File: src/cfc_pkg.sv
// cfc_pkg: shared types, constants and codes for the control frame checker
// used by every module under control_frame_checker_unit; depends on nothing

package cfc_pkg;

    // frame geometry
    localparam int MAX_FRAME_BYTES = 4095;
    localparam int PORT_BCD_BYTES  = 3;
    localparam int LEN_W           = 13;
    localparam int CFG_IDX_W       = 2;
    localparam int CFG_DATA_W      = 20;

    localparam logic [LEN_W-1:0] LEN_SAT      = LEN_W'(MAX_FRAME_BYTES + 1);
    localparam logic [LEN_W-1:0] LEN_MAX      = LEN_W'(MAX_FRAME_BYTES);
    localparam logic [LEN_W-1:0] MIN_LEN      = LEN_W'(13);
    localparam logic [LEN_W-1:0] VERSION_LEN  = LEN_W'(18);
    localparam logic [LEN_W-1:0] WORK_LEN     = LEN_W'(224);
    localparam logic [LEN_W-1:0] TYPE_INDEX   = LEN_W'(10);
    localparam logic [LEN_W-1:0] BCD_START    = LEN_W'(12);
    localparam logic [LEN_W-1:0] BCD_END      = LEN_W'(12 + PORT_BCD_BYTES);

    // fixed type bytes
    localparam logic [7:0] TYPE_ACK     = 8'h30;
    localparam logic [7:0] TYPE_NACK    = 8'h40;
    localparam logic [7:0] TYPE_VERSION = 8'h10;
    localparam logic [7:0] TYPE_WORK    = 8'h20;

    localparam logic [19:0] PORT_MAXV = 20'h0FFFF;

    // register indexes
    localparam logic [CFG_IDX_W-1:0] REG_FRAME_TYPE  = 2'd0;
    localparam logic [CFG_IDX_W-1:0] REG_MIN_LEN     = 2'd1;
    localparam logic [CFG_IDX_W-1:0] REG_UPPER_LIMIT = 2'd2;

    // frame kinds
    localparam logic [2:0] KIND_UNKNOWN = 3'd0;
    localparam logic [2:0] KIND_ACK     = 3'd1;
    localparam logic [2:0] KIND_NACK    = 3'd2;
    localparam logic [2:0] KIND_VERSION = 3'd3;
    localparam logic [2:0] KIND_WORK    = 3'd4;
    localparam logic [2:0] KIND_PORT    = 3'd5;

    // port decode status
    localparam logic [2:0] PST_NONE      = 3'd0;
    localparam logic [2:0] PST_SHORT     = 3'd1;
    localparam logic [2:0] PST_BAD_BCD   = 3'd2;
    localparam logic [2:0] PST_OVER      = 3'd3;
    localparam logic [2:0] PST_ACCEPTED  = 3'd4;

    typedef struct packed {
        logic [7:0]  frame_type;
        logic [7:0]  min_len;
        logic [19:0] upper_limit;
    } cfg_t;

    typedef struct packed {
        logic [LEN_W-1:0] len;
        logic [7:0]       xor_acc;
        logic [7:0]       type_code;
        logic [19:0]      bcd_acc;
        logic             bcd_err;
    } frame_sum_t;

    typedef struct packed {
        logic             frame_ok;
        logic [2:0]       frame_kind;
        logic [LEN_W-1:0] frame_length;
        logic             report_len_match;
        logic [2:0]       port_status;
        logic [15:0]      port_value;
    } result_t;

endpackage

File: src/cfc_cfg_regs.sv
// cfc_cfg_regs: configuration registers of the control frame checker
// depends on cfc_pkg

module cfc_cfg_regs (
    input  logic                          aclk,
    input  logic                          aresetn,
    input  logic                          cfg_wr_en,
    input  logic [cfc_pkg::CFG_IDX_W-1:0] cfg_index,
    input  logic [cfc_pkg::CFG_DATA_W-1:0] cfg_data,
    output cfc_pkg::cfg_t                 cfg
);

    cfc_pkg::cfg_t cfg_reg;

    always_ff @(posedge aclk) begin
        if (!aresetn) begin
            cfg_reg.frame_type  <= 8'd33;
            cfg_reg.min_len     <= 8'd16;
            cfg_reg.upper_limit <= 20'd65535;
        end else if (cfg_wr_en) begin
            unique case (cfg_index)
                cfc_pkg::REG_FRAME_TYPE:  cfg_reg.frame_type  <= cfg_data[7:0];
                cfc_pkg::REG_MIN_LEN:     cfg_reg.min_len     <= cfg_data[7:0];
                cfc_pkg::REG_UPPER_LIMIT: cfg_reg.upper_limit <= cfg_data;
                default: ;  // index beyond the list is dropped
            endcase
        end
    end

    assign cfg = cfg_reg;

endmodule

File: src/cfc_frame_accum.sv
// cfc_frame_accum: per-frame running state (count, xor, type byte, bcd port)
// depends on cfc_pkg; sum shows the state including the byte being stepped

module cfc_frame_accum (
    input  logic                    aclk,
    input  logic                    aresetn,
    input  logic                    step,
    input  logic [7:0]              data_byte,
    input  logic                    last_byte,
    output cfc_pkg::frame_sum_t     sum
);

    cfc_pkg::frame_sum_t st_reg;
    cfc_pkg::frame_sum_t st_next;

    logic [3:0]  hi;
    logic [3:0]  lo;
    logic        in_bcd;
    logic [19:0] acc_x100;
    logic [19:0] digit_pair;

    assign hi = data_byte[7:4];
    assign lo = data_byte[3:0];
    assign in_bcd = (st_reg.len >= cfc_pkg::BCD_START) && (st_reg.len < cfc_pkg::BCD_END);
    // x100 as shifts and adds, kept modulo 2^20
    assign acc_x100 = (st_reg.bcd_acc << 6) + (st_reg.bcd_acc << 5) + (st_reg.bcd_acc << 2);
    assign digit_pair = {13'd0, hi, 3'd0} + {15'd0, hi, 1'b0} + {16'd0, lo};

    always_comb begin
        st_next = st_reg;
        if (st_reg.len >= cfc_pkg::TYPE_INDEX) begin
            st_next.xor_acc = st_reg.xor_acc ^ data_byte;
        end
        if (st_reg.len == cfc_pkg::TYPE_INDEX) begin
            st_next.type_code = data_byte;
        end
        if (in_bcd) begin
            if (hi > 4'd9 || lo > 4'd9) begin
                st_next.bcd_err = 1'b1;
            end else begin
                st_next.bcd_acc = acc_x100 + digit_pair;
            end
        end
        if (st_reg.len != cfc_pkg::LEN_SAT) begin
            st_next.len = st_reg.len + 1'b1;
        end
    end

    always_ff @(posedge aclk) begin
        if (!aresetn) begin
            st_reg <= '0;
        end else if (step) begin
            if (last_byte) begin
                st_reg <= '0;
            end else begin
                st_reg <= st_next;
            end
        end
    end

    assign sum = st_next;

endmodule

File: src/cfc_verdict.sv
// cfc_verdict: frame verdict from the final running state and configuration
// depends on cfc_pkg; purely combinational

module cfc_verdict (
    input  cfc_pkg::frame_sum_t sum,
    input  cfc_pkg::cfg_t       cfg,
    output cfc_pkg::result_t    res
);

    logic       long_enough;
    logic       ok;
    logic [2:0] kind;
    logic       over;

    assign long_enough = sum.len >= cfc_pkg::MIN_LEN;
    assign ok = long_enough && (sum.len <= cfc_pkg::LEN_MAX) && (sum.xor_acc == 8'd0);
    assign over = (sum.bcd_acc > cfg.upper_limit) || (sum.bcd_acc > cfc_pkg::PORT_MAXV);

    // configured port type wins over the fixed codes
    always_comb begin
        kind = cfc_pkg::KIND_UNKNOWN;
        if (long_enough) begin
            if (sum.type_code == cfg.frame_type)              kind = cfc_pkg::KIND_PORT;
            else if (sum.type_code == cfc_pkg::TYPE_ACK)      kind = cfc_pkg::KIND_ACK;
            else if (sum.type_code == cfc_pkg::TYPE_NACK)     kind = cfc_pkg::KIND_NACK;
            else if (sum.type_code == cfc_pkg::TYPE_VERSION)  kind = cfc_pkg::KIND_VERSION;
            else if (sum.type_code == cfc_pkg::TYPE_WORK)     kind = cfc_pkg::KIND_WORK;
        end
    end

    always_comb begin
        res.frame_ok         = ok;
        res.frame_kind       = kind;
        res.frame_length     = sum.len;
        res.report_len_match =
            ((kind == cfc_pkg::KIND_VERSION) && (sum.len == cfc_pkg::VERSION_LEN)) ||
            ((kind == cfc_pkg::KIND_WORK) && (sum.len == cfc_pkg::WORK_LEN));
        res.port_status = cfc_pkg::PST_NONE;
        res.port_value  = 16'd0;
        if (ok && kind == cfc_pkg::KIND_PORT) begin
            if (sum.len < {5'd0, cfg.min_len}) begin
                res.port_status = cfc_pkg::PST_SHORT;
            end else if (sum.bcd_err) begin
                res.port_status = cfc_pkg::PST_BAD_BCD;
            end else if (over) begin
                res.port_status = cfc_pkg::PST_OVER;
            end else begin
                res.port_status = cfc_pkg::PST_ACCEPTED;
                res.port_value  = sum.bcd_acc[15:0];
            end
        end
    end

endmodule

File: src/control_frame_checker_unit.sv
// control_frame_checker_unit: top level of the control frame checker
// depends on cfc_pkg, cfc_cfg_regs, cfc_frame_accum, cfc_verdict
//
//   channel  | direction | handshake          | payload
//   ---------+-----------+--------------------+-----------------------------------------
//   s_       | in        | s_valid / s_ready  | s_data_byte, s_last_byte
//   m_       | out       | m_valid / m_ready  | m_frame_ok .. m_port_value (one per frame)
//   cfg_     | in        | cfg_wr_en          | cfg_index, cfg_data
//
// one byte is taken per cycle while s_ready is high; a final byte waits in the
// input register, then the running-state update and verdict logic load the
// result register, which drives m_valid
// aresetn is synchronous and active low; it clears the running frame state,
// the handshake flags and loads the register defaults
// only a final byte needs a free result register; other bytes never stall, and a
// held result stalls the input side only when a final byte is waiting behind it

module control_frame_checker_unit (
    input  logic                             aclk,
    input  logic                             aresetn,
    // configuration
    input  logic                             cfg_wr_en,
    input  logic [cfc_pkg::CFG_IDX_W-1:0]    cfg_index,
    input  logic [cfc_pkg::CFG_DATA_W-1:0]   cfg_data,
    // byte input
    input  logic                             s_valid,
    output logic                             s_ready,
    input  logic [7:0]                       s_data_byte,
    input  logic                             s_last_byte,
    // verdict output
    output logic                             m_valid,
    input  logic                             m_ready,
    output logic                             m_frame_ok,
    output logic [2:0]                       m_frame_kind,
    output logic [cfc_pkg::LEN_W-1:0]        m_frame_length,
    output logic                             m_report_len_match,
    output logic [2:0]                       m_port_status,
    output logic [15:0]                      m_port_value
);

    cfc_pkg::cfg_t       cfg;
    cfc_pkg::frame_sum_t sum;
    cfc_pkg::result_t    res;

    // input register
    logic       in_vld_reg;
    logic [7:0] in_data_reg;
    logic       in_last_reg;

    // result register
    logic             out_vld_reg;
    cfc_pkg::result_t out_reg;

    logic advance;

    // a held byte moves on unless it is final and the result slot is still full
    assign advance = in_vld_reg && (!in_last_reg || !out_vld_reg || m_ready);
    assign s_ready = !in_vld_reg || advance;

    always_ff @(posedge aclk) begin
        if (!aresetn) begin
            in_vld_reg <= 1'b0;
        end else if (s_ready) begin
            in_vld_reg <= s_valid;
        end
    end

    always_ff @(posedge aclk) begin
        if (s_ready && s_valid) begin
            in_data_reg <= s_data_byte;
            in_last_reg <= s_last_byte;
        end
    end

    cfc_cfg_regs u_cfg (
        .aclk      (aclk),
        .aresetn   (aresetn),
        .cfg_wr_en (cfg_wr_en),
        .cfg_index (cfg_index),
        .cfg_data  (cfg_data),
        .cfg       (cfg)
    );

    // running state advances once per byte and clears after a final byte
    cfc_frame_accum u_accum (
        .aclk      (aclk),
        .aresetn   (aresetn),
        .step      (advance),
        .data_byte (in_data_reg),
        .last_byte (in_last_reg),
        .sum       (sum)
    );

    cfc_verdict u_verdict (
        .sum (sum),
        .cfg (cfg),
        .res (res)
    );

    // result register: loaded on a final byte, emptied when taken
    always_ff @(posedge aclk) begin
        if (!aresetn) begin
            out_vld_reg <= 1'b0;
        end else if (advance && in_last_reg) begin
            out_vld_reg <= 1'b1;
        end else if (m_ready) begin
            out_vld_reg <= 1'b0;
        end
    end

    always_ff @(posedge aclk) begin
        if (advance && in_last_reg) begin
            out_reg <= res;
        end
    end

    assign m_valid            = out_vld_reg;
    assign m_frame_ok         = out_reg.frame_ok;
    assign m_frame_kind       = out_reg.frame_kind;
    assign m_frame_length     = out_reg.frame_length;
    assign m_report_len_match = out_reg.report_len_match;
    assign m_port_status      = out_reg.port_status;
    assign m_port_value       = out_reg.port_value;

endmodule

File: config.mk
export PLATFORM = sky130hd
export DESIGN_NAME = control_frame_checker_unit
export DESIGN_NICKNAME = d
export VERILOG_FILES = /design/src/cfc_pkg.sv /design/src/cfc_cfg_regs.sv /design/src/cfc_frame_accum.sv /design/src/cfc_verdict.sv /design/src/control_frame_checker_unit.sv
export SDC_FILE = /design/constraint.sdc
export NUM_CORES = 1
export LEC_CHECK = 0
export ABC_CLOCK_PERIOD_IN_PS = 4900
export BUFFER_PORTS_ARGS = -buffer_cell sky130_fd_sc_hd__buf_4
export CAP_MARGIN = 20
export CORE_MARGIN = 4
export CORE_UTILIZATION = 29
export DETAILED_ROUTE_END_ITERATION = 10
export GPL_TIMING_DRIVEN = 0
export PLACE_DENSITY = 0.53
export REMOVE_ABC_BUFFERS = 1
export SYNTH_ARGS = -nofsm -noshare
export SYNTH_HDL_FRONTEND = slang
export SYNTH_HIERARCHICAL = 1
export SYNTH_SLANG_ARGS = --single-unit
File: constraint.sdc
create_clock -name aclk -period 4.9 [get_ports aclk]
set_input_delay 0.49 -clock aclk [delete_from_list [all_inputs] [get_ports aclk]]
set_output_delay 0.49 -clock aclk [all_outputs]
set_load 0.005 [all_outputs]
==> flow_summary.json <==
{
  "powerDensity_nw_per_um2": 254,
  "clk_pin_slew_ns": 0.07,
  "first_global_vias": 6566,
  "gr-total-overflow": 0,
  "multi_input_area_sq_um": 5150,
  "status": "finished, violations left",
  "rrSetupSlack_ns": -0.51,
  "htreeDepth": 4,
  "dpl_cell_area_sq_um": 9490,
  "syn_avg_cell_area_sq_um": 9.49,
  "synth_area_sq_um": 8700,
  "insertion_delay_ns": 0.43,
  "dpl_worst_slack_ns": -1.40,
  "place_congestion": 0.843,
  "num_vias": 6736,
  "setup_viol": 19,
  "synth_warnings": 6,
  "critPathKind": "flop to flop",
  "instances_no_fill": 1383,
  "peakVddDrop_mv": 0.236,
  "grt_pass1_wl_um": 36500,
  "area_growth_pct": 20.7,
  "layout-drive-gt1-share_pct": 21.6,
  "initial_core_util_pct": 29.4,
  "cts.sinks": 134,
  "arrival_ns": 5.59,
  "route.detailed.drc": 0,
  "dp_cells": 1325,
  "ctsRootBufferMaster": "clkbuf_16",
  "vias_per_cell": 4.87,
  "port_buffers": 74,
  "cts_buffer_depth": 2,
  "drt_iter0_markers": 431,
  "yosysTopAreaCell": "dfxtp_1",
  "dieArea_sq_um": 32800,
  "cts_hold_buffers": 0,
  "finalWorstPathRequiredPeriod_ns": 5.41,
  "end_kind": "flop",
  "fin_nets": 1097,
  "critPathRequiredTime_ns": 5.08,
  "synth_edf_count": 46,
  "slew_viol_final": 0,
  "fmax_ghz": 0.185,
  "hold_class": "input port to flop",
  "max_slew_margin_pct": 33.6,
  "worst_pin_slew_ns": 0.997,
  "cts_buffers": 17,
  "dp_hpwl_um": 16500,
  "whs_ns": 0.229,
  "ant_nets": 0,
  "ios": 75,
  "start_kind": "flop",
  "drv_cap": 0,
  "layout_common_cells": "98 x buf_4, 88 x dfxtp_1, 81 x inv_1",
  "path_max_fanout": 3,
  "largest_register_ffs": 50,
  "wl_um": 22900,
  "fp.dieW_um": 181,
  "regArea_sq_um": 3140,
  "post-route-period-util_pct": 111,
  "finalClockSkew_ns": 0.0164,
  "finalInstanceArea_sq_um": 10500,
  "synthArstFlopShare_pct": 0,
  "p_leak_nw": 4.69,
  "ys_types": 84,
  "cts_tree": "done",
  "antenna_found_initial": 0,
  "rsz0062_at_grt": "true",
  "fp.coreArea_sq_um": 29600,
  "num_rows": 63,
  "first_pass_iters": 5,
  "setup_slack_ns": -0.515,
  "finalSetupTns_ns": -8.60,
  "ys.flop_type": "dfxtp_1",
  "synth_seq_area_share_pct": 36.1,
  "die_height_um": 181,
  "track_usage_pct": 14.0,
  "layout_commonest_cell": "buf_4",
  "ys_ff_latch": 134,
  "finalHoldViolCount": 0,
  "grt_max_degree": 101,
  "wire_per_inst_um": 16.6,
  "netlist.area_leader.share_pct": 20.2,
  "syn_inst": 917,
  "n_antenna_cell": 0,
  "violations": "setup timing",
  "yosys-top-cells-area": "dfxtp_1 20%, edfxtp_1 16%, ha_1 8.8%",
  "nFillCells": 3088
}
==> critical path: stages, from the launching register on <==
cell	delay, ns
edfxtp_1	0.42
inv_2	0.09
fa_1	0.48
inv_1	0.06
fa_1	0.48
ha_2	0.20
inv_2	0.04
fa_2	0.35
nand2b_4	0.16
a21oi_4	0.19
nor2_1	0.08
xor2_1	0.17
o21ai_2	0.26
ha_1	0.32
and3_4	0.15
a221o_1	0.36
a2111oi_4	0.34
or4b_4	0.54
a21oi_4	0.16
buf_6	0.12
and2b_2	0.20
==> path summary, 6_finish.rpt <==
kind / cells past startpoint / startpoint / endpoint
max: 20 / in_data_reg[6] / m_port_status[1]
min: 1 / s_data_byte[4] / in_data_reg[4]
max reg2reg: 20 / in_data_reg[6] / m_port_status[1]
min reg2reg: 2 / u_cfg/cfg[20] / u_cfg/cfg[20]
==> routing by layer <==
layer  vias to the layer above  global-route usage (%)  share of wire [%]
li1                       3358                       -                  -
met1                      3213                    19.3                 49
met2                       149                    22.5                 46
met3                        16                    2.82                4.0
met4                         0                    3.42                1.0
met5                         -                       0                  0
==> layout make-up <==
cell class	instances	area share, %
Clock inverter	15	1.47
Multi-Input combinational cell	638	49.1
Tap cell	390	4.65
Clock buffer	17	4.05
Timing Repair Buffer	103	7.78
Sequential cell	134	29.9
Inverter	86	3.07
==> repair_timing <==
action / CTS / global route
setup endpoints to repair: 19 / 19
resized for setup: 42 / 12
buffers inserted: 20 / 6
hold endpoints to repair: 0 / 0
pin swaps: 21 / 17
gates cloned: 0 / 0
==> logic make-up (layout without fill, tap and decap cells) <==
group / count (synthesis) / in the layout / share of synthesized area, %
flops: 134 / 134 / 36.1
xor+xnor: 42 / 42 / 4.23
fa+ha+maj: 81 / 81 / 13.4
buf+inv: 145 / 221 / 7.56
simple gates: 303 / 303 / 20.3
compound gates: 169 / 169 / 13.2
mux: 43 / 43 / 5.23
==> synthesized netlist by cell type, drive strengths merged, types with 8 or more instances <==
cell type / number
mux2i: 29
nor2: 32
fa: 20
ha: 61
a22oi: 12
o21ai: 39
o211ai: 19
nor3b: 8
nor3: 16
nand4b: 22
and2: 13
clkbuf: 30
and3: 24
nand4: 10
nand3: 20
xnor2: 22
mux2: 14
buf: 29
edfxtp: 46
xor2: 20
a21o: 9
nor2b: 41
nand2: 77
dfxtp: 88
inv: 86
a21oi: 42
==> metrics by stage <==
step	util (%)	power, mW
2_1_floorplan	-	1.31
3_3_place_gp	31.8	1.40
3_5_place_dp	32.0	1.40
4_1_cts	35.1	2.70
5_1_grt	35.4	2.78
6_report	35.4	2.67
==> report_power, final <==
part	internal (mW)	leakage (nW)	switching [mW]	total [mW]
registers	1.17	1.16	0.0185	1.19
logic	0.0895	3.25	0.111	0.201
clock network	0.718	0.276	0.562	1.28
Note: power is estimated with default switching activity, not from simulation.
